**src/design/lru_writeback_cache_set_replacement_unit_assert.svh**
```systemverilog
// assertion macros for the lru set replacement unit
`ifndef LRU_WRITEBACK_CACHE_SET_REPLACEMENT_UNIT_ASSERT_SVH
`define LRU_WRITEBACK_CACHE_SET_REPLACEMENT_UNIT_ASSERT_SVH

// same-cycle implication
`define LRU_ASSERT_IMPLY(lbl, ante, cons) \
  lbl: assert property (@(posedge clk_i) disable iff (!rst_ni) (ante) |-> (cons)) \
    else $error("lru unit check failed");

// next-cycle implication
`define LRU_ASSERT_NEXT(lbl, ante, cons) \
  lbl: assert property (@(posedge clk_i) disable iff (!rst_ni) (ante) |=> (cons)) \
    else $error("lru unit check failed");

`endif

```
**src/design/lru_pkg.sv**
```systemverilog
// shared types and constants of the lru set replacement unit
`timescale 1ns / 1ps

package lru_pkg;

  localparam int unsigned SET_IDX_W  = 8;
  localparam int unsigned TAG_W      = 24;
  localparam int unsigned STATUS_W   = 3;
  localparam int unsigned WAY_W      = 2;
  localparam int unsigned ADDR_W     = 32;
  localparam int unsigned CNT_W      = 32;
  localparam int unsigned SHIFT_W    = 5;
  localparam int unsigned CFG_IDX_W  = 1;
  localparam int unsigned CFG_DATA_W = 5;
  localparam int unsigned SET_SPAN   = 1 << SET_IDX_W;

  localparam int unsigned SETS_DEF     = 256;
  localparam int unsigned WAYS_DEF     = 4;
  localparam int unsigned TAG_BITS_DEF = 24;

  localparam logic [SHIFT_W-1:0] TAG_SHIFT_RST   = 5'd14;
  localparam logic [SHIFT_W-1:0] BLOCK_SHIFT_RST = 5'd6;

  typedef enum logic {
    OP_TOUCH = 1'b0,
    OP_FILL  = 1'b1
  } lru_op_e;

  typedef enum logic [STATUS_W-1:0] {
    ST_TOUCHED = 3'd0,
    ST_FILLED  = 3'd1,
    ST_CLEAN   = 3'd2,
    ST_DIRTY   = 3'd3,
    ST_MISS    = 3'd4
  } lru_status_e;

  typedef enum logic [CFG_IDX_W-1:0] {
    CFG_TAG_SHIFT   = 1'b0,
    CFG_BLOCK_SHIFT = 1'b1
  } lru_cfg_e;

  typedef struct packed {
    lru_status_e       status;
    logic [WAY_W-1:0]  way;
    logic              wb_valid;
    logic [ADDR_W-1:0] wb_addr;
  } lru_result_t;

endpackage

```
**src/design/lru_way_logic.sv**
```systemverilog
// per-set tag match, victim choice and recency update for one item
`timescale 1ns / 1ps

module lru_way_logic
  import lru_pkg::*;
#(
  parameter int unsigned WAYS = WAYS_DEF,
  parameter int unsigned TSW  = TAG_BITS_DEF,
  parameter int unsigned SW   = SET_IDX_W,
  localparam int unsigned WW  = (WAYS > 1) ? $clog2(WAYS) : 1,
  localparam int unsigned AW  = (WAYS > 1) ? $clog2(WAYS) : 1,
  localparam int unsigned RW  = WAYS * (TSW + AW + 2)
) (
  input  lru_op_e            op_i,
  input  logic [SW-1:0]      set_i,
  input  logic [TSW-1:0]     tag_i,
  input  logic               is_write_i,
  input  logic [SHIFT_W-1:0] tag_shift_i,
  input  logic [SHIFT_W-1:0] block_shift_i,
  input  logic [RW-1:0]      row_i,
  output logic [RW-1:0]      row_o,
  output lru_result_t        result_o
);

  localparam int unsigned VB = WAYS * TSW;
  localparam int unsigned DB = VB + WAYS;
  localparam int unsigned AB = DB + WAYS;

  logic [TSW-1:0] tags   [WAYS];
  logic [AW-1:0]  ages   [WAYS];
  logic [WAYS-1:0] valid;
  logic [WAYS-1:0] dirty;

  logic [TSW-1:0] tags_n [WAYS];
  logic [AW-1:0]  ages_n [WAYS];
  logic [WAYS-1:0] valid_n;
  logic [WAYS-1:0] dirty_n;

  logic          hit;
  logic [WW-1:0] hit_way;
  logic          empty;
  logic [WW-1:0] empty_way;
  logic [AW-1:0] best_age;
  logic [WW-1:0] victim_way;
  logic [WW-1:0] sel_way;
  logic          do_update;
  logic [AW:0]   old_age;
  logic          wb_valid;

  always_comb begin
    for (int j = 0; j < WAYS; j++) begin
      tags[j]  = row_i[j*TSW +: TSW];
      valid[j] = row_i[VB + j];
      dirty[j] = row_i[DB + j];
      ages[j]  = row_i[AB + j*AW +: AW];
    end
  end

  // lowest matching valid way, lowest empty way, oldest way
  always_comb begin
    hit        = 1'b0;
    hit_way    = '0;
    empty      = 1'b0;
    empty_way  = '0;
    best_age   = '0;
    victim_way = '0;
    for (int j = 0; j < WAYS; j++) begin
      if (!hit && valid[j] && (tags[j] == tag_i)) begin
        hit     = 1'b1;
        hit_way = WW'(j);
      end
      if (!empty && !valid[j]) begin
        empty     = 1'b1;
        empty_way = WW'(j);
      end
      if (ages[j] > best_age) begin
        best_age   = ages[j];
        victim_way = WW'(j);
      end
    end
  end

  always_comb begin
    if (op_i == OP_FILL) begin
      sel_way = empty ? empty_way : victim_way;
    end else begin
      sel_way = hit_way;
    end
    do_update = (op_i == OP_FILL) || hit;
    wb_valid  = (op_i == OP_FILL) && !empty && dirty[victim_way];
    old_age   = valid[sel_way] ? {1'b0, ages[sel_way]} : (AW+1)'(WAYS);
  end

  always_comb begin
    for (int j = 0; j < WAYS; j++) begin
      tags_n[j]  = tags[j];
      ages_n[j]  = ages[j];
      valid_n[j] = valid[j];
      dirty_n[j] = dirty[j];
      if (do_update) begin
        if (WW'(j) == sel_way) begin
          ages_n[j] = '0;
          if (op_i == OP_FILL) begin
            tags_n[j]  = tag_i;
            valid_n[j] = 1'b1;
            dirty_n[j] = is_write_i;
          end else begin
            dirty_n[j] = dirty[j] | is_write_i;
          end
        end else if (valid[j] && ({1'b0, ages[j]} < old_age)) begin
          ages_n[j] = ages[j] + 1'b1;
        end
      end
    end
  end

  always_comb begin
    row_o = '0;
    for (int j = 0; j < WAYS; j++) begin
      row_o[j*TSW +: TSW]   = tags_n[j];
      row_o[VB + j]         = valid_n[j];
      row_o[DB + j]         = dirty_n[j];
      row_o[AB + j*AW +: AW] = ages_n[j];
    end
  end

  always_comb begin
    result_o.way      = WAY_W'(sel_way);
    result_o.wb_valid = wb_valid;
    result_o.wb_addr  = '0;
    if (op_i == OP_TOUCH) begin
      result_o.status = hit ? ST_TOUCHED : ST_MISS;
    end else if (empty) begin
      result_o.status = ST_FILLED;
    end else if (wb_valid) begin
      result_o.status  = ST_DIRTY;
      result_o.wb_addr = (ADDR_W'(tags[victim_way]) << tag_shift_i)
                       | (ADDR_W'(set_i) << block_shift_i);
    end else begin
      result_o.status = ST_CLEAN;
    end
  end

endmodule

```
**config.mk**
```make
export PLATFORM = sky130hd
export DESIGN_NAME = lru_way_logic
export DESIGN_NICKNAME = d
export VERILOG_FILES = /design/src/design/lru_writeback_cache_set_replacement_unit_assert.svh /design/src/design/lru_pkg.sv /design/src/design/lru_way_logic.sv
export SDC_FILE = /design/constraint.sdc
export NUM_CORES = 1
export LEC_CHECK = 0
export ABC_AREA = 1
export ABC_CLOCK_PERIOD_IN_PS = 14200
export BUFFER_PORTS_ARGS = -buffer_cell sky130_fd_sc_hd__buf_4
export CORE_ASPECT_RATIO = 0.5
export CORE_MARGIN = 2
export CORE_UTILIZATION = 40
export DETAILED_ROUTE_END_ITERATION = 10
export GPL_TIMING_DRIVEN = 0
export PLACE_DENSITY = 0.71
export SETUP_SLACK_MARGIN = 0.02
export SLEW_MARGIN = 15
export SYNTH_ARGS = -nofsm -noshare
export SYNTH_HDL_FRONTEND = slang
export SYNTH_SLANG_ARGS = --single-unit
export TNS_END_PERCENT = 100
```
**constraint.sdc**
```tcl
create_clock -name vclk -period 14.2
set_clock_uncertainty 0.05 [all_clocks]
set_input_delay 0 -clock vclk [all_inputs]
set_output_delay 0 -clock vclk [all_outputs]
set_load 0.05 [all_outputs]
```
# Yosys cells after proc, flatten, opt, wreduce, memory -nomap -nowiden
# Index checks and enable logic that the tools add are counted.
# word_totals
in_bits	156
out_inout_bits	150
word_cells	147
reg_bits	0
# classes
n_bitwise	7
addsub	4
shifts	2
mux	88
reduce_logical	27
magnitude_cmp	12
eq_ne	7
# ops
op	count
24-bit two-way mux	14
24-bit equality test	4
32-bit two-way mux	3
2-bit two-way mux	25
24-bit binary-select mux with 2-bit select	1
1-bit two-way mux	38
32-bit OR	1
24-bit by 5-bit left shift with 32-bit output	1
8-bit by 5-bit left shift with 32-bit output	1
1-bit logical AND	16
2-bit by 3-bit < comparator with 1-bit output	4
3-bit two-way mux	4
1-bit logical NOT	9
2-bit by 1-bit adder with 2-bit output (second input constant)	4
3-bit greater-or-equal comparator (second input constant)	2
2-bit > comparator	3
2-bit by 3-bit < comparator with 1-bit output (second input constant)	2
2-bit NOT with 3-bit output	2
1-bit binary-select mux with 2-bit select	2
2-bit binary-select mux with 2-bit select	1
2-bit equality test (first input constant)	2
1-bit OR	4
1-bit by 2-bit equality test with 1-bit output (first input constant)	1
2-bit by 1-bit > comparator with 1-bit output (second input constant)	1
other kinds (2)	2

# Logic depth before layout (Yosys ltp)
# depth
word_depth	26
mapped_depth	36
mapped_depth_nobuf	33

# Worst setup path after synthesis
# Ideal clock, no wire load.
# synth_timing
path_type	input -> output
start	input row_i[104]
end	output row_o[110]
path_buffers	2
arrival_time_ns	5.294
required_ns	14.150
cell_stages	31
setup_slack_ns	8.856
path_cell_list	inv_1 ha_1 inv_1 nand2_1 ha_1 nor2_1 nor2_1 a21oi_4 clkbuf_1 a21oi_1 ha_1 inv_1 o22ai_2 clkbuf_1 o21ai_0 ha_1 nand2_1 o21ai_2 nand2_1 o21ai_1 nand2_4 inv_1 nor2_1 a221oi_1 nand2_1 ha_1 a21boi_1 nand2_2 nand3_2 nand2_1 a21oi_1
# synth_lines
element	line	source
from (decl)	lru_way_logic.sv:20	input logic [RW-1:0] row_i,
to (decl)	lru_way_logic.sv:21	output logic [RW-1:0] row_o,

==> metrics.yaml <==
status: "completed"
dpl.cell_count: 1883
wl_um: 39300
place_ws_ps: 7590
period_share_pct: 48.9
post_cts_resized: 0
ys_top_cells_by_count: "469 x nand2_1, 181 x o21ai_0, 148 x inv_1, 142 x nand3_1, 88 x nor2_1"
ys_types: 44
ys_warn_count: 0
netlist_instances: 1385
timing.fmax_mhz: 144
crit_buf_inv: 9
p_sw_share_pct: 71.5
drc: 0
drt_iter0_drc: 1411
p_leak_nw: 4.83
rsz0062_at_grt: "false"
gp_congestion: 1.06
grt_overflow: 0
final-instance-count-excl-fill: 1883
drtPass1Iterations: 7
post-synth-top-count-cell: "nand2_1"
portBuffers: 294
vias: 11324
slew_viol_final: 0
rows: 32
initial_core_util_pct: 41.3
cp-start-kind: "primary input"
finalCriticalPeriod_ps: 6950
cpMaxStageDelayCell: "clkbuf_1"
dieArea_mm2: 0.0171
cts_setup_buffers: 0
critical_path.max_stage_delay_ps: 550
power_density_mw_per_mm2: 65.6
intPower_mw: 0.166
end_kind: "output pin"
synth_top_area_cell: "nand2_1"
antenna_cells: 0
antenna_found_initial: 1
worst_pin_slew_ps: 920
postRouteAntennaNets: 0
critPathTopFamily: "compound AO/OA/AOI/OAI gates"
p_sw_mw: 0.416
synth.avg_cell_area_um2: 4.63
setup_violations: 0
dieWidth_um: 183
hold_violations: 0
grt_pass1_vias: 10261
arrival_ps: 6900
seq_cells: 0
layout.nets: 1850
synth_nets: 1554
drv.max_cap_violation_count: 0
grt_usage_pct: 43.8
max-slew-margin-rel_pct: 38.7
ff_latch_area_um2: 0
clkPwrFrac_pct: 0
coreArea_mm2: 0.0155
area_growth_pct: 38.4
synth_top_cell_area_share_pct: 27.4
hpwl_um: 31900
pwr-share-seq_pct: 0
peakVddDrop_mv: 0.0390
grt_max_degree: 11
fillers: 1731
drive_above_1_share_pct: 21.7
ys_seq_area_share_pct: 0
min_path_type: "primary input to output pin"
crit_path_max_fanout: 10
viasPerCell: 6.01
share_comb_of_total_power_pct: 100.0
crit_required_ps: 14150
grt_first_pass_wirelength_um: 58000
finish.instance_area_mm2: 0.00888
criticalPathCategory: "primary input to output pin"
cts_hold_buffers: 0
placed_cell_area_mm2: 0.00888
ys_top_cells_by_area: "nand2_1 27%, o21ai_0 14%, nand3_1 11%"
setup_tns_ps: 0
die_h_um: 93.5
io_pins: 306
power.total_mw: 0.582
n_clock_buffer: 0
synth_area_mm2: 0.00641
wl_per_cell_um: 20.9
setup_ws_ps: 7250
## kinds of logic (layout without fill, tap and decap cells)
family	Yosys count	in the layout	share of synthesized area, %
multiplexers	4	4	0.624
XOR/XNOR	25	25	3.41
buffers and inverters	252	546	15.6
AO/OA/AOI/OAI	346	346	29.1
AND/OR/NAND/NOR	745	745	48.7
adder cells (fa/ha/maj)	13	13	2.54
## final cells by class
cell class	instances	area (um^2)	area share [%]
Buffer	80	358	4.03
Timing Repair Buffer	294	2210	24.9
Multi-Input combinational cell	1133	5410	61.0
Tap cell	204	255	2.88
Inverter	172	646	7.27
## worst min-delay path, cell delays in order
cell and delay (ps):
buf_4 90, nand2_1 40, o21ai_0 70, buf_4 200
## power groups by stage
stage	registers [mW]	clock network (mW)	logic [mW]
2_1_floorplan	0	0	0.352
3_3_place_gp	0	0	0.552
3_5_place_dp	0	0	0.556
4_1_cts	0	0	0.558
5_1_grt	0	0	0.616
6_report	0	0	0.582
## worst paths after layout
kind              startpoint           end  slack, ps  cells after the start
setup / recovery  row_i[104]  result_o[23]       7250                     31
hold / removal    row_i[102]    row_o[102]        340                      4
## cells in the final DEF (no fill, tap or decap), types with 18 or more instances in the layout
master,n
inv_2,19
nand2_1,469
o21ai_1,27
clkbuf_1,45
a21oi_1,72
nor2_1,88
inv_1,148
o22ai_1,36
nand4_1,18
o21ai_0,181
buf_4,299
nand3_1,142
## per-layer routing
layer	vias up	share of wire (%)	global-route usage, %
li1	5132	-	-
met1	5075	38	55.0
met3	185	13	11.0
met2	928	43	71.6
met5	-	0.11	0
met4	4	5.3	18.3
## through the flow
stage                     hold WS (ps)  utilization (%)
after CTS                          345             57.1
after global placement             333             57.1
final                              345             57.1
after floorplan                    255                -
after global routing               364             57.1
after detailed placement           342             57.1
Note: power is estimated with default switching activity, not from simulation.
