<file path="config.mk">
export PLATFORM = sky130hd
export DESIGN_NAME = lru_ram
export DESIGN_NICKNAME = d
export VERILOG_FILES = /design/src/design/lru_writeback_cache_set_replacement_unit_assert.svh /design/src/design/lru_ram.sv
export SDC_FILE = /design/constraint.sdc
export NUM_CORES = 1
export LEC_CHECK = 0
export ABC_AREA = 1
export BUFFER_PORTS_ARGS = -buffer_cell sky130_fd_sc_hd__buf_2
export CORE_UTILIZATION = 29
export CTS_CLUSTER_DIAMETER = 60
export DETAILED_ROUTE_END_ITERATION = 16
export PLACE_DENSITY = 0.45
export SLEW_MARGIN = 20
export SYNTH_ARGS = -nofsm -noshare
export SYNTH_HDL_FRONTEND = slang
export SYNTH_SLANG_ARGS = --single-unit
</file>
<file path="constraint.sdc">
create_clock -name clk_i -period 1.48 [get_ports clk_i]
set_input_delay 0 -clock clk_i [delete_from_list [all_inputs] [get_ports clk_i]]
set_output_delay 0 -clock clk_i [all_outputs]
set_load 0.01 [all_outputs]
</file>
<file path="src/design/lru_writeback_cache_set_replacement_unit_assert.svh">
// assertion macros for the lru set replacement unit
`ifndef LRU_WRITEBACK_CACHE_SET_REPLACEMENT_UNIT_ASSERT_SVH
`define LRU_WRITEBACK_CACHE_SET_REPLACEMENT_UNIT_ASSERT_SVH

// same-cycle implication
`define LRU_ASSERT_IMPLY(lbl, ante, cons) \
  lbl: assert property (@(posedge clk_i) disable iff (!rst_ni) (ante) |-> (cons)) \
    else $error("lru unit check failed");

// next-cycle implication
`define LRU_ASSERT_NEXT(lbl, ante, cons) \
  lbl: assert property (@(posedge clk_i) disable iff (!rst_ni) (ante) |=> (cons)) \
    else $error("lru unit check failed");

`endif

</file>
<file path="src/design/lru_ram.sv">
// generic single-write, single-read ram with registered read data
`timescale 1ns / 1ps

module lru_ram #(
  parameter int unsigned WIDTH = 8,
  parameter int unsigned DEPTH = 16,
  localparam int unsigned AW = (DEPTH > 1) ? $clog2(DEPTH) : 1
) (
  input  logic             clk_i,
  input  logic             we_i,
  input  logic [AW-1:0]    waddr_i,
  input  logic [WIDTH-1:0] wdata_i,
  input  logic             re_i,
  input  logic [AW-1:0]    raddr_i,
  output logic [WIDTH-1:0] rdata_o
);

  logic [WIDTH-1:0] mem_q [DEPTH];
  logic [WIDTH-1:0] rdata_q;

  always_ff @(posedge clk_i) begin
    if (we_i) begin
      mem_q[waddr_i] <= wdata_i;
    end
    if (re_i) begin
      rdata_q <= mem_q[raddr_i];
    end
  end

  assign rdata_o = rdata_q;

endmodule

</file>
; After elaboration in Yosys (flattened, before gate mapping)
; Memory sizes are Yosys's and may differ from the RTL's. A register that Yosys moved wholly into a read port is not among the register bits.
; Cells that the tools add are included.
[totals]
output_inout_bits = 8
word_cells = 3
register_bits = 0
ram_bits = 128
latchBits = 0
mem_bits_ro = 0
n_memories = 1
[op_classes]
shifts = 0
n_lt_le_gt_ge = 0
muxes = 2
n_div = 0
multipliers = 0
n_eq_ne = 0
reduce_logical = 0
bitwise = 0
n_addsub = 0
[memory_table]
columns = name, depth, word_bits, read_ports, rd_ports_with_merged_regs, wr, line
row1 = mem_q, 16, 8, 1, 1, 1, lru_ram.sv:18  ; logic [WIDTH-1:0] mem_q [DEPTH];
[ops]
columns = operator, count
row1 = 1-bit two-way mux, 2

; Logic depth before layout (Yosys ltp)
; Gate-level depths: netlist (run 1).
[logic_depth]
depth_word = 2
ltp_mapped = 8
mapped_depth_nobuf = 7

; Worst setup path after synthesis (run 1)
; OpenSTA, ideal clock, no wires.
[synth_path]
kind = input to register
from = in waddr_i[2]
to = mem mem_q[10][0], enable pin
path_slack_ps = 529
path_stages = 2
arrival_ps = 581
n_path_buf = 0
t_required_ps = 1110
path_cell_list = nand3b_1 > nor2_1
[synth_rtl]
columns = item, line
row1 = from (decl), lru_ram.sv:11  ; input logic [AW-1:0] waddr_i,
row2 = to (decl), lru_ram.sv:18
; No word-level cell before the write port.

==> results_dict.tcl, run 1 <==
set metrics [dict create \
    clock-root-buffer "clkbuf_16" \
    clk_latency_ns 0.42 \
    routed_wl_mm 14.8 \
    synth_top_family_by_area "simple AND/OR/NAND/NOR gates" \
    synthMuxAreaShare_pct 0 \
    portBuffers 26 \
    viasPerCell 4.39 \
    hold_class "in2reg" \
    critPathCaptureType "flip-flop" \
    clkTransAtPathRegs_ns 0.06 \
    crit_fanout 1 \
    antenna_cells 0 \
    drv_cap 0 \
    tns_ns 0 \
    firstDrtPassIters 4 \
    cp.arrival_ns 1.34 \
    hold_violations 0 \
    period_minus_slack_ns 1.17 \
    synthArstFlopShare_pct 0 \
    period_share_pct 79.0 \
    yosys.area_share.xor_xnor_pct 0 \
    syn_to_final_growth_pct 19.7 \
    slowest_stage "edfxtp_1" \
    rows 51 \
    totalPowerFinal_mw 9.47 \
    synth_fp_nets 570 \
    chipWidth_um 144 \
    vias 3836 \
    grt_pass1_wl_mm 22.5 \
    critPathTopFamily "simple AND/OR/NAND/NOR gates" \
    cp_common_cell "nand3_1" \
    wl_per_cell_um 16.9 \
    cellPowerDensity_nw_per_um2 1350 \
    leakagePower_nw 2.97 \
    synth_adder_area_share_pct 0 \
    cp_slowest_stage_delay_ns 0.36 \
    drv_slew 0 \
    worstSetupPathType "reg2reg" \
    synth.top_cells.by_area "edfxtp_1 70%, nand2_1 11%, nand3_1 8.3%" \
    fin_ws_ns 0.311 \
    grt_max_degree 65 \
    drcViolationCount 0 \
    start_kind "flip-flop" \
    drtAntennaViolNets 0 \
    crit_required_ns 1.65 \
    grt_pass1_vias 3766 \
    grt_usage_pct 15.6 \
    start_util_pct 29.8 \
    syn-instance-count 551 \
    yosysUniqueCellTypes 11 \
    cts-resized-gates 0 \
    dp_slack_ns 0.185 \
    synth_compound_area_share_pct 0 \
    ir_drop_mv 0.866 \
    worstPathCellList "inv_1, nand2_1, nand3_1, nand3_1, nand3_1, nand2_1" \
    synth_top_area_share_pct 69.8 \
    synth_area_per_cell_um2 10.6 \
    worstMarginPinSlew_ns 0.649 \
    overflow 0 \
    ys_top_cells_by_count "173 x nand2_1, 136 x edfxtp_1, 100 x inv_1" \
    ys_ff_latch 136 \
    synthesis.area_um2 5850 \
    finalClockSkew_ns 0.00437 \
    slew_headroom_pct 56.7 \
    rsz0062_at_grt "no" \
    cts_sinks 136 \
    synthSimpleGateAreaFrac_pct 20.8 \
    clock_path_buffers 2 \
    synth.most_common_cell "nand2_1" \
    die_y_um 144 \
    antenna_found_initial 0 \
    dpl.hpwl_mm 9.17 \
    io_pins 27 \
    finalCoreUtilization_pct 35.7 \
    drt_iter0_drc 275 \
    core_area_um2 19600 \
    ys_seq_area_share_pct 69.8 \
    setup_viol 0 \
    path_buf_inv 1 \
    numCtsBuffers 17 \
    cts_htree_levels 4 \
    globalplace.congestion 0.867 \
    synth-edff-count 136 \
    cts_tree "yes" \
    dieArea_um2 20700 \
    ys.flop_type "edfxtp_1" \
    nets 614 \
    drive_gt1_share_pct 13.0 \
    status "finished clean" \
    yosys.area.top_type "edfxtp_1" \
    fmaxAchievable_ghz 0.856 \
    yosys_warnings 0 \
]
[kinds of logic after synthesis]
group                  count (synthesis)
AND/OR/NAND/NOR                      289
buffers and inverters                126
flip-flops                           136
[sequential cells by signal (all words and copies together), names as in the netlist]
signal / count
mem_q: 128
rdata_o: 8
[timing repair]
action,CTS,global route
setup buffers,0,0
hold buffers,1,0
hold endpoints to repair,8,0
[area by class of cell]
class | instances | area [um^2]
well taps | 265 | 332
multi-input cells | 289 | 1210
inverters | 102 | 383
fillers | 1968 | 12600
clock inverters | 15 | 208
repair buffers | 49 | 355
clock buffers | 17 | 425
flip-flops and latches | 136 | 4080
[worst paths after layout]
| path | from | endpoint | slack, ns | cells after the start |
|---|---|---|---|---|
| setup reg to reg | mem_q[15][6] | rdata_o[6] | 0.31 | 6 |
| hold / removal | wdata_i[3] | mem_q[8][3] | 0.02 | 1 |
| setup / recovery | mem_q[15][6] | rdata_o[6] | 0.31 | 6 |
| hold reg to reg | mem_q[4][5] | rdata_o[5] | 0.77 | 6 |
[power breakdown]
| group | switching, mW | total (mW) | internal (mW) |
|---|---|---|---|
| Clock | 1.58 | 4.54 | 2.96 |
| Sequential | 0.0323 | 4.37 | 4.34 |
| Combinational | 0.392 | 0.556 | 0.164 |
[placed cells by master, fill, tap and decap left out]
cell and instances:
clkinv_1 3, clkbuf_16 17, edfxtp_1 136, clkinv_4 1, nand3b_1 2, nand3_1 97
clkinv_2 3, nand2_1 173, clkinvlp_4 3, buf_2 26, inv_2 2, nor2_1 17
buf_12 4, inv_1 100, bufinv_16 5, buf_4 18, dlygate4sd3_1 1
[through the flow]
step	instances	instance area, um^2	hold slack, ns
5_1_grt	873	7000	0.0133
3_3_place_gp	840	6360	0.379
6_report	873	7000	0.0179
4_1_cts	873	7000	0.0123
3_5_place_dp	840	6360	0.375
2_1_floorplan	551	5850	0.0989
[per-layer routing]
metal	vias up	global-route usage (%)	wire [um]
met1	1874	20.3	6910
met4	0	5.15	165
li1	1868	-	-
met2	83	24.6	6950
met3	11	4.87	770
met5	-	0	0
No activity file was read; power rests on OpenSTA's default activity.
==> run 2, diff against run 1 <==
Settings changed: PLACE_DENSITY 0.45 to 0.46.
Clock period 1.48 ns to 1 ns, I/O delays scaled along.
==> results_dict.tcl, run 2 (synthesis gave the netlist of run 1 again) <==
set metrics [dict create \
    finalCoreUtilization_pct 36.6 \
    totalPowerFinal_mw 13.2 \
    place_inst 850 \
    grt_pass1_vias 3754 \
    clock_path_buffers 2 \
    fmaxAchievable_ghz 0.912 \
    clock-root-buffer "clkbuf_16" \
    io_pins 27 \
    cp_slowest_stage_delay_ns 0.36 \
    grt_usage_pct 14.8 \
    ir_drop_mv 1.24 \
    hold_class "in2reg" \
    core_area_um2 19600 \
    critPathTopFamily "simple AND/OR/NAND/NOR gates" \
    cp.arrival_ns 1.27 \
    setup_viol 8 \
    cts_htree_levels 4 \
    fin_ws_ns -0.0971 \
    grt_pass1_wl_mm 21.6 \
    worstMarginPinSlew_ns 0.433 \
    violations "negative setup slack" \
    p_clk_share_pct 44.1 \
    crit_fanout 1 \
    overflow 0 \
    antenna_cells 0 \
    hold_violations 0 \
    final_cell_mix "169 x nand2_1, 136 x edfxtp_1, 99 x inv_1" \
    drive_gt1_share_pct 19.3 \
    worstSetupPathType "reg2reg" \
    cellPowerDensity_nw_per_um2 1840 \
    fin_area_um2 7170 \
    die_y_um 144 \
    cts_sinks 136 \
    syn_to_final_growth_pct 22.6 \
    rows 51 \
    dieArea_um2 20700 \
    rsz0062_at_grt "yes" \
    tns_ns -0.606 \
    pwr-share-comb_pct 6.9 \
    drt_iter0_drc 322 \
    drtAntennaViolNets 0 \
    nets 624 \
    cts_tree "yes" \
    routed_wl_mm 13.9 \
    viasPerCell 4.32 \
    drcViolationCount 0 \
    grt_max_degree 40 \
    dpl.hpwl_mm 9.21 \
    crit_required_ns 1.18 \
    start_kind "flip-flop" \
    clk_latency_ns 0.42 \
    chipWidth_um 144 \
    critPathCaptureType "flip-flop" \
    fin_cells 883 \
    vias 3817 \
    slew_headroom_pct 71.1 \
    worstPathCellList "inv_1, nand2_1, nand3_1, nand3_2, nand3_2, nand2_1" \
    drv_cap 0 \
    period_share_pct 110 \
    period_minus_slack_ns 1.10 \
    numCtsBuffers 17 \
    swShare_pct 21.8 \
    firstDrtPassIters 4 \
    drv_slew 0 \
    portBuffers 26 \
    largest_register "mem_q" \
    post_cts_buffers 0 \
    slowest_stage "edfxtp_1" \
    antenna_found_initial 0 \
    p_switching_mw 2.87 \
    clkTransAtPathRegs_ns 0.06 \
    wl_per_cell_um 15.7 \
    finalClockSkew_ns 0.00488 \
    p_int_mw 10.3 \
    start_util_pct 29.8 \
    path_buf_inv 1 \
    largest_reg_flops 128 \
    placed_cell_area_um2 6460 \
    power_frac_seq_pct 49.0 \
    globalplace.congestion 0.829 \
    status "finished with violations" \
    layout_commonest_cell "nand2_1" \
    leakagePower_nw 3.05 \
]
-- run 2: final cells by class --
| cell class | instances | area (um^2) |
|---|---|---|
| inverter | 102 | 383 |
| tap | 265 | 332 |
| clock inverter | 14 | 114 |
| fill | 1984 | 12400 |
| multi-input combinational | 289 | 1370 |
| clock buffer | 18 | 429 |
| timing repair buffer | 59 | 455 |
| sequential | 136 | 4080 |
-- run 2: power by group through the flow --
stage	Clock [mW]	Combinational [mW]	Sequential, mW
floorplan	0	0.450	6.58
global placement	0	0.862	6.57
finish	5.80	0.911	6.46
detailed placement	0	0.867	6.58
CTS	5.94	0.909	6.46
global route	6.17	1.02	6.47
-- run 2: per-layer routing --
layer	vias up	wire [um]	track usage [%]
met5	-	0	0
met4	0	313	7.28
met3	22	776	3.11
met2	91	6450	23.2
met1	1817	6320	19.4
li1	1887	-	-
-- run 2: worst paths after layout --
path	cells after the start	to	slack, ns	start
worst max register to register	6	rdata_o[2]	-0.1	mem_q[3][2]
worst max-delay path	6	rdata_o[2]	-0.1	mem_q[3][2]
worst min-delay path	1	mem_q[4][5]	0.01	wdata_i[5]
worst min register to register	6	rdata_o[2]	0.75	mem_q[12][2]
-- run 2: per-stage QoR --
step | setup slack, ns | hold WS, ns
floorplan | 0.0492 | 0.0989
finish | -0.0971 | 0.00992
CTS | -0.0966 | 0.00630
detailed placement | -0.254 | 0.363
global route | -0.156 | 0.0168
global placement | -0.257 | 0.360
-- run 2: what timing repair did --
item / in CTS / in global routing
setup endpoints to repair: 10 / 10
gates resized for setup: 20 / 15
hold buffers: 1 / 0
endpoints found under the hold margin: 8 / 0
pin swaps: 15 / 12
==> run 3, diff against run 2 <==
Settings changed: CORE_ASPECT_RATIO set to 1.2.
==> results_dict.tcl, run 3 (synthesis gave the netlist of run 1 again) <==
set metrics [dict create \
    status "finished with violations" \
    violations "negative setup slack" \
    numCtsBuffers 17 \
    final_cell_mix "169 x nand2_1, 136 x edfxtp_1, 99 x inv_1" \
    antenna_found_initial 0 \
    clock-root-buffer "clkbuf_16" \
    core_area_um2 19600 \
    dpl.hpwl_mm 9.61 \
    post_cts_buffers 0 \
    wl_per_cell_um 16.8 \
    timing.rr.start "mem_q[1][2]" \
    cts_tree "yes" \
    setup_viol 10 \
    grt_pass1_wl_mm 22.6 \
    dp_slack_ns -0.275 \
    finalClockSkew_ns 0.00470 \
    viasPerCell 4.41 \
    min_path_cells 1 \
    cellPowerDensity_nw_per_um2 1810 \
    largest_reg_flops 128 \
    clock_path_buffers 2 \
    use_met2_pct 27.2 \
    cts_htree_levels 4 \
    chipWidth_um 132 \
    fmaxAchievable_ghz 0.929 \
    period_minus_slack_ns 1.08 \
    min_to "mem_q[5][7]" \
    rrSetupSlack_ns -0.08 \
    met1_usage_pct 17.8 \
    dieArea_um2 20700 \
    finalCoreUtilization_pct 37.2 \
    die_y_um 158 \
    drtAntennaViolNets 0 \
    io_pins 27 \
    firstDrtPassIters 4 \
    start_util_pct 29.8 \
    rsz0062_at_grt "yes" \
    leakagePower_nw 3.12 \
    fin_ws_ns -0.0766 \
    vias 3884 \
    start_kind "flip-flop" \
    min-delay-start "wdata_i[7]" \
    drt_iter0_drc 197 \
    hold_violations 0 \
    rr_worst_depth 6 \
    clk_latency_ns 0.41 \
    cp.arrival_ns 1.24 \
    crit_fanout 1 \
    crit_required_ns 1.17 \
    worstSetupPathType "reg2reg" \
    period_share_pct 108 \
    rows 56 \
    hold_class "in2reg" \
    clkTransAtPathRegs_ns 0.06 \
    portBuffers 26 \
    grt_usage_pct 15.2 \
    drv_slew 0 \
    globalplace.congestion 0.765 \
    slew_headroom_pct 71.5 \
    syn_to_final_growth_pct 24.8 \
    antenna_cells 0 \
    cts_sinks 136 \
    drv_cap 0 \
    routed_wl_mm 14.8 \
    largest_register "mem_q" \
    layout_commonest_cell "nand2_1" \
    drcViolationCount 0 \
    use_met3_pct 3.06 \
    grt_pass1_vias 3892 \
    worstMarginPinSlew_ns 0.427 \
    drive_gt1_share_pct 23.9 \
    critPathCaptureType "flip-flop" \
    grt_max_degree 39 \
    nets 628 \
    grt_busiest_layer "met2" \
    overflow 0 \
    ir_drop_mv 1.10 \
    rr_endpoint "rdata_o[2]" \
]
-- run 3: worst max-delay path, cell delays in order, from the launching register on --
cell,delay [ns]
edfxtp_1,0.35
inv_1,0.07
nand2_1,0.06
nand3_2,0.08
nand3_2,0.11
nand3_2,0.10
nand2_1,0.06
-- run 3: final cells by class --
| cell class | instances | area [um^2] |
|---|---|---|
| Fill cell | 1977 | 12300 |
| Sequential cell | 136 | 4080 |
| Multi-Input combinational cell | 289 | 1480 |
| Timing Repair Buffer | 63 | 479 |
| Clock buffer | 19 | 433 |
| Inverter | 102 | 383 |
| Tap cell | 261 | 327 |
| Clock inverter | 11 | 109 |
-- run 3: metal layers --
metal	wire length, um	share of wire (%)
met4	219	1.5
met3	414	2.8
met1	6340	43
met2	7850	53
met5	0	0
-- run 3: stage by stage --
step	hold WS, ns	cells	setup TNS [ns]	power [mW]	cell area (um^2)
final	0.0262	881	-0.579	13.2	7300
after global routing	0.0175	881	-1.13	13.7	7300
after CTS	0.0182	881	-0.657	13.3	7180
after detailed placement	0.417	850	-3.25	7.46	6470
after global placement	0.413	850	-2.58	7.45	6470
after floorplan	0.0989	551	0	7.03	5850
-- run 3: how the worst max path moves through the flow --
stage | from | endpoint | slack, ns | depth (start not counted)
global placement | raddr_i[0] | rdata_o[3] | -0.27 | 7
global route | mem_q[2][0] | rdata_o[0] | -0.14 | 6
floorplan | waddr_i[3] | mem_q[4][0] | 0.05 | 2
detailed placement | raddr_i[0] | rdata_o[3] | -0.27 | 7
CTS | mem_q[3][3] | rdata_o[3] | -0.09 | 6
finish | mem_q[1][2] | rdata_o[2] | -0.08 | 6
-- run 3: timing repair --
item / in CTS / in global routing
hold buffers: 1 / 0
pin swaps: 22 / 23
gates resized for setup: 34 / 24
cloned: 0 / 0
endpoints found under the hold margin: 8 / 0
endpoints found under the setup margin: 11 / 11
-- run 3: where the power goes --
group	total, mW	internal [mW]	switching, mW
registers	6.47	6.43	0.0391
logic	0.967	0.319	0.647
clock network	5.79	3.59	2.20
